<file path="config.mk">
export PLATFORM = sky130hd
export DESIGN_NAME = obstacle_speed_governor_top
export DESIGN_NICKNAME = d
export VERILOG_FILES = /design/src/sv/osg_pkg.sv /design/src/sv/osg_ctrl.sv /design/src/sv/osg_dp.sv /design/src/sv/obstacle_speed_governor_top.sv
export SDC_FILE = /design/constraint.sdc
export NUM_CORES = 2
export LEC_CHECK = 0
export BUFFER_PORTS_ARGS = -buffer_cell sky130_fd_sc_hd__buf_2
export CORE_ASPECT_RATIO = 0.9
export CORE_MARGIN = 5
export CORE_UTILIZATION = 40
export CTS_CLUSTER_DIAMETER = 50
export DETAILED_ROUTE_END_ITERATION = 10
export HOLD_SLACK_MARGIN = 0.05
export REMOVE_ABC_BUFFERS = 1
export SETUP_SLACK_MARGIN = 0.4
export SYNTH_ARGS = -nofsm -noshare
export SYNTH_HDL_FRONTEND = slang
export SYNTH_HIERARCHICAL = 1
export SYNTH_SLANG_ARGS = --single-unit
</file>
<file path="constraint.sdc">
create_clock -name clk -period 24.7 [get_ports clk]
set_input_delay 1.235 -clock clk [delete_from_list [all_inputs] [get_ports clk]]
set_output_delay 1.235 -clock clk [all_outputs]
set_load 0.05 [all_outputs]
</file>
<file path="src/sv/osg_pkg.sv">
package osg_pkg;

  // Beams at or above this angle index take no part in the nearest range
  localparam int MaxBeams = 128;
  localparam logic [8:0] MAX_BEAMS_W = 9'(MaxBeams);

  // Angles are held in units of 2^-15 degree
  localparam logic [22:0] HALF_TURN = 23'd5898240;      // 180 degrees
  localparam logic [45:0] BHASKARA_K = 46'd40500 << 30;
  localparam logic [32:0] ROUND_HALF = 33'd32768;

  localparam logic signed [17:0] LIM_MAX = 18'sd32767;
  localparam logic signed [17:0] LIM_MIN = -18'sd32768;

  // Register indexes on the configuration port
  localparam logic [2:0] CFG_LATERAL = 3'd0;
  localparam logic [2:0] CFG_DEFAULT = 3'd1;
  localparam logic [2:0] CFG_SLOPE   = 3'd2;
  localparam logic [2:0] CFG_OFFSET  = 3'd3;
  localparam logic [2:0] CFG_MARGIN  = 3'd4;

  // Brake and throttle levels, percent
  localparam logic [6:0] BRAKE_HARD  = 7'd50;
  localparam logic [6:0] BRAKE_MID   = 7'd30;
  localparam logic [6:0] BRAKE_LIGHT = 7'd15;
  localparam logic [6:0] BRAKE_NONE  = 7'd0;
  localparam logic [6:0] THR_NONE    = 7'd0;
  localparam logic [6:0] THR_LOW     = 7'd10;
  localparam logic [6:0] THR_HIGH    = 7'd20;

  // Datapath operations issued by the controller
  localparam logic [3:0] OP_NONE = 4'd0;
  localparam logic [3:0] OP_LOAD = 4'd1;
  localparam logic [3:0] OP_P    = 4'd2;
  localparam logic [3:0] OP_L0   = 4'd3;
  localparam logic [3:0] OP_L1   = 4'd4;
  localparam logic [3:0] OP_R0   = 4'd5;
  localparam logic [3:0] OP_R1   = 4'd6;
  localparam logic [3:0] OP_R2   = 4'd7;
  localparam logic [3:0] OP_CMP  = 4'd8;
  localparam logic [3:0] OP_LIM  = 4'd9;
  localparam logic [3:0] OP_DEC  = 4'd10;
  localparam logic [3:0] OP_OUT  = 4'd11;

  typedef struct packed {
    logic [15:0] lateral_limit_mm;
    logic [14:0] default_limit_mm_s;
    logic [15:0] slope_q16;
    logic [14:0] offset_mm_s;
    logic [14:0] over_margin_mm_s;
  } cfg_t;

  typedef struct packed {
    logic [3:0] op;
  } cmd_t;

  typedef struct packed {
    logic last;
    logic out_free;
  } status_t;

endpackage

</file>
<file path="src/sv/osg_ctrl.sv">
module osg_ctrl import osg_pkg::*; (
  input  logic    clk,
  input  logic    rst,
  input  logic    s_tvalid,
  output logic    s_tready,
  input  status_t status,
  output cmd_t    cmd
);

  localparam logic [3:0] S_IDLE = 4'd0;
  localparam logic [3:0] S_P    = 4'd1;
  localparam logic [3:0] S_L0   = 4'd2;
  localparam logic [3:0] S_L1   = 4'd3;
  localparam logic [3:0] S_R0   = 4'd4;
  localparam logic [3:0] S_R1   = 4'd5;
  localparam logic [3:0] S_R2   = 4'd6;
  localparam logic [3:0] S_CMP  = 4'd7;
  localparam logic [3:0] S_LIM  = 4'd8;
  localparam logic [3:0] S_DEC  = 4'd9;
  localparam logic [3:0] S_OUT  = 4'd10;

  logic [3:0] state, state_next;

  assign s_tready = (state == S_IDLE) && !rst;

  always_comb begin
    state_next = state;
    cmd.op = OP_NONE;
    unique case (state)
      S_IDLE: begin
        if (s_tvalid && s_tready) begin
          cmd.op = OP_LOAD;
          state_next = S_P;
        end
      end
      S_P:   begin cmd.op = OP_P;  state_next = S_L0; end
      S_L0:  begin cmd.op = OP_L0; state_next = S_L1; end
      S_L1:  begin cmd.op = OP_L1; state_next = S_R0; end
      S_R0:  begin cmd.op = OP_R0; state_next = S_R1; end
      S_R1:  begin cmd.op = OP_R1; state_next = S_R2; end
      S_R2:  begin cmd.op = OP_R2; state_next = S_CMP; end
      S_CMP: begin
        cmd.op = OP_CMP;
        state_next = status.last ? S_LIM : S_IDLE;
      end
      S_LIM: begin cmd.op = OP_LIM; state_next = S_DEC; end
      S_DEC: begin cmd.op = OP_DEC; state_next = S_OUT; end
      S_OUT: begin
        // hold here until the output register can take the decision
        if (status.out_free) begin
          cmd.op = OP_OUT;
          state_next = S_IDLE;
        end
      end
      default: state_next = S_IDLE;
    endcase
  end

  always_ff @(posedge clk) begin
    if (rst) begin
      state <= S_IDLE;
    end else begin
      state <= state_next;
    end
  end

endmodule

</file>
<file path="src/sv/osg_dp.sv">
module osg_dp import osg_pkg::*; (
  input  logic        clk,
  input  logic        rst,
  input  cfg_t        cfg,
  input  cmd_t        cmd,
  output status_t     status,
  input  logic [55:0] s_tdata,
  input  logic        s_tlast,
  output logic        m_tvalid,
  input  logic        m_tready,
  output logic [47:0] m_tdata,
  output logic [15:0] nearest_so_far,
  output logic        hit_flag
);

  logic [15:0] range_r;
  logic [6:0]  beam_r;
  logic        last_r;
  logic [15:0] speed_r;
  logic [21:0] d_r;
  logic [42:0] p_r;
  logic [45:0] q_r;
  logic [58:0] lhs_r;
  logic [61:0] rhs_r;
  logic [44:0] prod_r;
  logic signed [15:0] lim_r;
  logic [47:0] out_data;
  logic        out_valid;

  logic [15:0] u;
  logic [21:0] centre, bpos, d_in;
  logic [21:0] mul_a;
  logic [22:0] mul_b;
  logic        in_corr;
  logic [32:0] rnd;
  logic signed [17:0] lim_raw, lim_w, v18, v2, thr;
  logic [6:0]  brake, thr_pct;

  // Heading: 50 * (steering + 32768), steering offset to unsigned
  assign u = {~s_tdata[38], s_tdata[37:23]};
  assign centre = ({6'b0, u} << 5) + ({6'b0, u} << 4) + ({6'b0, u} << 1);
  assign bpos = {s_tdata[22:16], 15'b0};
  assign d_in = (bpos >= centre) ? (bpos - centre) : (centre - bpos);

  // One shared multiplier, operands picked by the step
  always_comb begin
    mul_a = '0;
    mul_b = '0;
    case (cmd.op)
      OP_P:  begin mul_a = d_r;                mul_b = HALF_TURN - {1'b0, d_r}; end
      OP_L0: begin mul_a = {6'b0, range_r};    mul_b = {1'b0, prod_r[21:0]}; end
      OP_L1: begin mul_a = {6'b0, range_r};    mul_b = {2'b0, p_r[42:22]}; end
      OP_R0: begin mul_a = {6'b0, cfg.lateral_limit_mm}; mul_b = q_r[22:0]; end
      OP_R1: begin mul_a = {6'b0, cfg.lateral_limit_mm}; mul_b = q_r[45:23]; end
      OP_LIM: begin mul_a = {6'b0, nearest_so_far}; mul_b = {7'b0, cfg.slope_q16}; end
      default: ;
    endcase
  end

  assign in_corr = ({2'b0, beam_r} < MAX_BEAMS_W) && ({1'b0, lhs_r, 2'b0} <= rhs_r);

  // Limit from nearest range: product rounded half up, less offset, saturated; the configured default without a hit
  assign rnd = {1'b0, prod_r[31:0]} + ROUND_HALF;
  assign lim_raw = $signed({1'b0, rnd[32:16]}) - $signed({3'b0, cfg.offset_mm_s});
  always_comb begin
    if (!hit_flag) lim_w = $signed({3'b0, cfg.default_limit_mm_s});
    else if (lim_raw > LIM_MAX) lim_w = LIM_MAX;
    else if (lim_raw < LIM_MIN) lim_w = LIM_MIN;
    else lim_w = lim_raw;
  end

  assign v18 = $signed({{2{speed_r[15]}}, speed_r});
  assign v2  = $signed({speed_r[15], speed_r, 1'b0});
  assign thr = $signed({{2{lim_r[15]}}, lim_r}) + $signed({3'b0, cfg.over_margin_mm_s});

  always_comb begin
    if (v18 >= thr) begin
      brake = BRAKE_HARD;  thr_pct = THR_NONE;
    end else if (v2 <= $signed({{2{lim_r[15]}}, lim_r})) begin
      brake = BRAKE_NONE;  thr_pct = THR_HIGH;
    end else if (v18 >= $signed({{2{lim_r[15]}}, lim_r})) begin
      brake = BRAKE_MID;   thr_pct = THR_LOW;
    end else begin
      brake = BRAKE_LIGHT; thr_pct = THR_HIGH;
    end
  end

  assign status.last = last_r;
  assign status.out_free = !out_valid || m_tready;

  always_ff @(posedge clk) begin
    prod_r <= 45'(mul_a) * 45'(mul_b);
    case (cmd.op)
      OP_LOAD: begin
        range_r <= s_tdata[15:0];
        beam_r  <= s_tdata[22:16];
        last_r  <= s_tlast;
        speed_r <= s_tdata[54:39];
        d_r     <= d_in;
      end
      OP_L0: p_r <= prod_r[42:0];
      OP_L1: begin
        lhs_r <= {21'b0, prod_r[37:0]};
        q_r   <= BHASKARA_K - {3'b0, p_r};
      end
      OP_R0: lhs_r <= lhs_r + {prod_r[36:0], 22'b0};
      OP_R1: rhs_r <= {23'b0, prod_r[38:0]};
      OP_R2: rhs_r <= rhs_r + {prod_r[38:0], 23'b0};
      OP_DEC: lim_r <= lim_w[15:0];
      OP_OUT: out_data <= {1'b0, hit_flag, nearest_so_far, lim_r, thr_pct, brake};
      default: ;
    endcase
  end

  // Scan state and output register
  always_ff @(posedge clk) begin
    if (rst) begin
      nearest_so_far <= 16'hFFFF;
      hit_flag <= 1'b0;
      out_valid <= 1'b0;
    end else begin
      if (cmd.op == OP_CMP && in_corr) begin
        hit_flag <= 1'b1;
        if (range_r < nearest_so_far) nearest_so_far <= range_r;
      end
      if (cmd.op == OP_OUT) begin
        nearest_so_far <= 16'hFFFF;
        hit_flag <= 1'b0;
        out_valid <= 1'b1;
      end else if (m_tready) begin
        out_valid <= 1'b0;
      end
    end
  end

  assign m_tvalid = out_valid;
  assign m_tdata = out_data;

endmodule

</file>
<file path="src/sv/obstacle_speed_governor_top.sv">
// Obstacle speed governor.
// Input stream (s_*): one laser beam per transfer; s_tlast marks the final beam
// of a scan. Each beam is tested against a corridor around the steering heading
// and the nearest range inside it is kept.
// Output stream (m_*): one transfer per scan, issued after the beam with
// s_tlast, carrying the brake and throttle levels, the speed limit used, the
// nearest corridor range and whether any beam hit.
// Flow: s_tready is high only while idle, so each beam is taken after the last
// one is through its steps; a last beam adds the LIM, DEC and OUT steps before
// m_tvalid rises. Five products per beam go through one shared 22x23 multiplier.
// Configuration: cfg_we writes cfg_data to register cfg_index; indexes beyond
// the register list are ignored. Write only while no scan is in progress.
// Reset: rst (synchronous) restores the register defaults, clears the scan
// state, holds s_tready low and drops m_tvalid.
// Stall: a result waits in the output register while m_tready is low; the
// next scan's beams are still taken and only the following decision waits.
module obstacle_speed_governor_top import osg_pkg::*; (
  input  logic        clk,
  input  logic        rst,
  input  logic        s_tvalid,
  output logic        s_tready,
  input  logic [55:0] s_tdata,   // range_mm, beam_index, steering, vehicle_speed
  input  logic        s_tlast,   // last_beam
  output logic        m_tvalid,
  input  logic        m_tready,
  output logic [47:0] m_tdata,   // brake_pct, throttle_pct, speed_limit,
                                 // nearest_range, obstacle_seen
  input  logic        cfg_we,
  input  logic [2:0]  cfg_index,
  input  logic [15:0] cfg_data
);

  cfg_t    cfg;
  cmd_t    cmd;
  status_t status;
  logic [15:0] nearest_so_far;
  logic        hit_flag;

  always_ff @(posedge clk) begin
    if (rst) begin
      cfg.lateral_limit_mm   <= 16'd2500;
      cfg.default_limit_mm_s <= 15'd6000;
      cfg.slope_q16          <= 16'd22479;
      cfg.offset_mm_s        <= 15'd857;
      cfg.over_margin_mm_s   <= 15'd1000;
    end else if (cfg_we) begin
      unique case (cfg_index)
        CFG_LATERAL: cfg.lateral_limit_mm   <= cfg_data;
        CFG_DEFAULT: cfg.default_limit_mm_s <= cfg_data[14:0];
        CFG_SLOPE:   cfg.slope_q16          <= cfg_data;
        CFG_OFFSET:  cfg.offset_mm_s        <= cfg_data[14:0];
        CFG_MARGIN:  cfg.over_margin_mm_s   <= cfg_data[14:0];
        default: ;
      endcase
    end
  end

  osg_ctrl u_ctrl (
    .clk      (clk),
    .rst      (rst),
    .s_tvalid (s_tvalid),
    .s_tready (s_tready),
    .status   (status),
    .cmd      (cmd)
  );

  osg_dp u_dp (
    .clk            (clk),
    .rst            (rst),
    .cfg            (cfg),
    .cmd            (cmd),
    .status         (status),
    .s_tdata        (s_tdata),
    .s_tlast        (s_tlast),
    .m_tvalid       (m_tvalid),
    .m_tready       (m_tready),
    .m_tdata        (m_tdata),
    .nearest_so_far (nearest_so_far),
    .hit_flag       (hit_flag)
  );

  // No hit in the scan means the nearest range reads as all ones
  a_no_hit_range: assert property (@(posedge clk) disable iff (rst)
    (m_tvalid && !m_tdata[46]) |-> (m_tdata[45:30] == 16'hFFFF))
    else $error("nearest range set without a corridor hit");

  // Without a hit the limit is the configured default
  a_no_hit_limit: assert property (@(posedge clk) disable iff (rst)
    (m_tvalid && !m_tdata[46]) |-> (m_tdata[29:14] == {1'b0, cfg.default_limit_mm_s}))
    else $error("default speed limit not used");

  // Brake and throttle only ever come in the four decided pairs
  a_level_pair: assert property (@(posedge clk) disable iff (rst)
    m_tvalid |-> ((m_tdata[6:0] == BRAKE_HARD && m_tdata[13:7] == THR_NONE) ||
                  (m_tdata[6:0] == BRAKE_NONE && m_tdata[13:7] == THR_HIGH) ||
                  (m_tdata[6:0] == BRAKE_MID && m_tdata[13:7] == THR_LOW) ||
                  (m_tdata[6:0] == BRAKE_LIGHT && m_tdata[13:7] == THR_HIGH)))
    else $error("illegal brake and throttle pair");

  // Scan state is cleared in the cycle the decision is registered
  a_scan_clear: assert property (@(posedge clk) disable iff (rst)
    (cmd.op == OP_OUT) |=> (!hit_flag && nearest_so_far == 16'hFFFF))
    else $error("scan state not cleared after decision");

endmodule

</file>
Word level (Yosys, flattened, before mapping) --
Cells that the tools add are included.
Operators by class: add/sub/neg operators 11, multipliers 1, magnitude comparators 8, eq/ne operators 27, mux-type cells 21, bitwise operators 2, reductions and logical operators 23
Operator list (number):
- case mux 23 bit (6 select lines) | 1
- case mux 62 bit (2 select lines) | 1
- case mux 59 bit (2 select lines) | 1
- case mux 22 bit (4 select lines) | 1
- case mux 4 bit (11 select lines) | 2
- adder 62 bit | 1
- less-or-equal comparator 61 x 62 -> 1 bit | 1
- adder 59 bit | 1
- subtractor 46 x 43 -> 46 bit, first input constant | 1
- subtractor 22 bit | 2
- multiplier 22 x 23 -> 43 bit | 1
- adder 32 x 16 -> 33 bit, second input constant | 1
- equality test 4 x 3 -> 1 bit, second input constant | 8
- two-way mux 15 bit | 2
- equality test 4 bit, second input constant | 7
- subtractor 23 x 22 -> 23 bit, first input constant | 1
- adder 21 x 20 -> 22 bit | 1
- adder 22 x 17 -> 22 bit | 1
- greater-or-equal comparator 22 bit | 1
- two-way mux 22 bit | 1
- greater-than comparator 18 x 16 -> 1 bit, second input constant | 1
- less-than comparator 18 x 16 -> 1 bit, second input constant | 1
- subtractor 17 x 15 -> 18 bit | 1
- adder 16 x 16 -> 17 bit | 1
- 24 further kinds | 53
Word-level totals: register bits 470, input port bits 81, logic and storage cells 116

Logic depth before layout (Yosys ltp) --
depth in word-level cells 9, gate-level depth with buffers 38, gate-level depth less buffers 35

Cells and area by module --
The synthesis kept the hierarchy.
Modules (own cells, without submodules):
- osg_dp | instances 1, cells an instance 4135, area each 40277.4 µm²
- obstacle_speed_governor_top | instances 1, cells an instance 289, area each 3045.4 µm²
- osg_ctrl | instances 1, cells an instance 35, area each 295.3 µm²

Least setup slack after synthesis --
OpenSTA, ideal clock, no wires.
kind input to register, start point input m_tready, end point register u_dp.prod_r[41], setup time 133 ps, arrival time 10336 ps, path slack 14230 ps, stages on the path 35, path through nand2b_1 inv_1 a21o_1 a221oi_1 nand2_1 nor3_1 clkbuf_1 buf_2 a222oi_1 o21ai_1 clkbuf_1 nand2_1 fa_1 inv_1 fa_1 inv_1 fa_1 inv_1 fa_1 fa_1 fa_1 inv_1 fa_1 inv_1 ha_1 a21o_1 a21o_1 a21oi_1 o211ai_1 o221ai_1 a21oi_1 a41o_1 o41ai_4 mux2i_1 o2111ai_1
RTL lines:
- start: declaration | RTL line obstacle_speed_governor_top.sv:25 | input logic m_tready,
- end signal: assignment | RTL line osg_dp.sv:92 | prod_r <= 45'(mul_a) * 45'(mul_b);
- end: declaration | RTL line osg_dp.sv:25 | logic [44:0] prod_r;

==> impl_metrics.py <==
metrics = {
    "synth": {
        "synth_mux_area_frac": 0.01979,
        "ys_types": 114,
        "synth_area_um2": 43620,
        "synth_top_family_by_area": "adder cells",
        "synth-compound-area-share": 0.1151,
        "synthSimpleGateAreaFrac": 0.1474,
        "synthCells": 4459,
        "synthTopCellsByArea": "edfxtp_1, fa_1, ha_1",
        "synth.top_cells.by_count": "inv_1, nand2_1, fa_1",
        "yosysMostFrequentCell": "inv_1",
        "ys_ff_latch": 462,
        "yosys_warnings": 6,
        "synth_xor_area_frac": 0.04676,
        "synth_top_area_share": 0.2203,
        "synth_edf_count": 320,
        "synth_top_area_cell": "edfxtp_1",
        "synth_adder_area_share": 0.3168,
        "ys.flop_type": "edfxtp_1",
        "seq_area_frac_synth": 0.2855,
        "async_flop_share": 0,
        "synth.avg_cell_area_um2": 9.782,
    },
    "power_and_ir_drop": {
        "p_sw_uw": 1860,
        "p_clk_frac": 0.204,
        "total_power_uw": 4150,
        "power_frac_comb": 0.541,
        "leakagePower_uw": 0.02173,
        "seq_power_share": 0.255,
        "internal-power_uw": 2289,
        "swShare": 0.4483,
        "power_density_nw_per_um2": 86.49,
        "vdd_ir_drop_max_mv": 0.06890,
    },
    "cts": {
        "cts_resized": 0,
        "clk_pin_slew_ns": 0.06,
        "hold_buffers": 0,
        "insertion_delay_ns": 0.65,
        "clk_path_buf_depth": 3,
        "ctsHtreeMaxLevel": 2,
        "cts_tree": "built",
        "clockRootBuffer": "clkbuf_16",
        "clock-sinks": 462,
        "numCtsBuffers": 57,
        "post_cts_buffers": 0,
    },
    "detailed_routing": {
        "drt_wl_total_um": 123500,
        "drt_iter0_markers": 2703,
        "route.detailed.drc": 0,
        "ant_nets": 0,
        "wire_per_inst_um": 20.32,
        "dr.pass1.iters": 8,
        "vias_per_cell": 5.340,
        "vias": 32450,
    },
    "final_layout": {
        "area_growth_pct": 10.00,
        "drive_above_1_share": 0.08156,
        "nFillCells": 10483,
        "final_nets": 5486,
        "layout.cells.non_filler": 6077,
    },
    "place": {
        "dp_hpwl_um": 95080,
        "portBuffers": 124,
        "place_inst": 5964,
        "gp_congestion": 0.8923,
        "preCtsSetupSlack_ns": 13.02,
    },
    "run": {
        "drv_cap": 0,
    },
    "sta": {
        "finalHoldViolCount": 0,
        "slew_viol_final": 0,
        "worstMarginPinSlew_ns": 1.195,
        "min_period_ns": 11.19,
        "finalSetupViolations": 0,
        "fmax_mhz": 89.36,
        "max-slew-margin-rel": 0.2007,
        "setup-tns-final_ns": 0,
        "finalCritPeriodShare": 0.4531,
        "fin_ws_ns": 13.51,
        "skew_ns": 0.03971,
        "grt_setup_unrepaired": "no",
    },
    "setup_path": {
        "cpMaxStageDelayCell": "a221o_1",
        "worstSetupPathType": "flip-flop to flip-flop",
        "end_kind": "flip-flop",
        "critPathRequiredTime_ns": 25.20,
        "cp_common_cell": "fa_1",
        "crit_family": "adder cells",
        "crit_path_start_kind": "flip-flop",
        "cp_num_buf_inv": 6,
        "crit_arrival_ns": 11.69,
        "reg2reg_from": "u_ctrl/state[1]",
        "slowest_delay_ns": 0.91,
        "worstSetupStartpoint": "u_ctrl/state[1]",
        "crit_fanout": 41,
    },
    "die": {
        "dieArea_um2": 115800,
        "rows": 115,
        "die_width_um": 358.1,
        "initial_core_util": 0.4010,
        "die_h_um": 323.3,
        "io_pins": 131,
        "core_um2": 108800,
    },
    "global_route": {
        "grt_pass1_wl_um": 190400,
        "grt_start_max_net_pins": 87,
        "grt_overflow_total": 0,
        "grtUsageTotal": 0.2137,
        "grt_antenna_before_repair": 1,
        "grt_pass1_vias": 32522,
    },
    "status": {
        "status": "finished clean",
    },
    "hold_path": {
        "hp-start": "u_dp/prod_r[40]",
        "hold_class": "flip-flop to flip-flop",
    },
}
## through the flow
step	instance area (um^2)	hold WS, ns	utilization
2_1_floorplan	42970	0.3855	-
3_3_place_gp	46040	0.3978	0.4232
3_5_place_dp	46040	0.3966	0.4232
4_1_cts	47970	0.4114	0.4410
5_1_grt	47970	0.4224	0.4410
6_report	47980	0.4095	0.4411
## metal layers
metal  vias up  track usage  wire length (um)
met1     15917       0.2964             54830
met5         -     0.007755               131
met3       205      0.05858             11470
met4         2      0.06507              3862
li1      15218            -                 -
met2      1108       0.3266             53220
## registers in the layout (all words and copies together), names as in the netlist
signal	cells
u_dp/prod_r	43
u_dp/speed_r	16
u_dp/m_tdata	40
u_dp/p_r	43
u_dp/last_r	1
u_dp/lim_r	16
u_dp/hit_flag	1
u_dp/d_r	21
u_dp/rhs_r	62
u_dp/range_r	16
cfg	77
u_dp/nearest_so_far	16
u_dp/lhs_r	59
u_dp/q_r	46
u_ctrl/state	4
u_dp/m_tvalid	1
## path summary, 6_finish.rpt
| path | end | slack, ns | depth (start not counted) |
|---|---|---|---|
| setup / recovery | u_dp/prod_r[41] | 13.51 | 31 |
| hold / removal | u_dp/p_r[40] | 0.41 | 0 |
| setup reg to reg | u_dp/prod_r[41] | 13.51 | 31 |
| hold reg to reg | u_dp/p_r[40] | 0.41 | 0 |
## kinds of logic after synthesis
kind of cell	Yosys count
AND/OR/NAND/NOR	1352
adder cells (fa/ha/maj)	844
multiplexers	86
XOR/XNOR	232
AO/OA/AOI/OAI	708
buffers and inverters	773
other	2
flip-flops	462
## cells in the final DEF, fill, tap and decap left out, types with 19 or more instances in the layout
master and instances:
a21o_1 111, a21oi_1 135, a22oi_1 32, a31oi_1 29, and2_1 92, and3_1 19
buf_2 123, buf_4 69, clkbuf_16 58, dfxtp_1 142, edfxtp_1 320, fa_1 434
ha_1 410, inv_1 615, mux2i_1 84, nand2_1 495, nand2b_1 86, nand3_1 76
nand4_1 36, nor2_1 333, nor2b_1 30, nor3_1 50, o211ai_1 22, o21a_1 52
o21ai_0 118, o21bai_1 22, or3_1 19, xnor2_1 139, xor2_1 92
## cell type report
class | count | area (um^2) | share of cell area
clock inverters | 37 | 359.1 | 0.007484
flip-flops and latches | 462 | 12450 | 0.2595
repair buffers | 192 | 1134 | 0.02363
multi-input cells | 3233 | 28310 | 0.5901
inverters | 615 | 2308 | 0.04811
diodes | 5 | 12.51 | 0.0002608
well taps | 1462 | 1829 | 0.03812
clock buffers | 71 | 1572 | 0.03275
## power groups by stage
| stage | logic, uW | registers, uW | clock network, uW |
|---|---|---|---|
| 2_1_floorplan | 1590 | 1010 | 0 |
| 3_3_place_gp | 2210 | 1060 | 0 |
| 3_5_place_dp | 2230 | 1070 | 0 |
| 4_1_cts | 2250 | 1050 | 869 |
| 5_1_grt | 2530 | 1060 | 899 |
| 6_report | 2250 | 1060 | 847 |
Power figures use the tool's default switching activity.
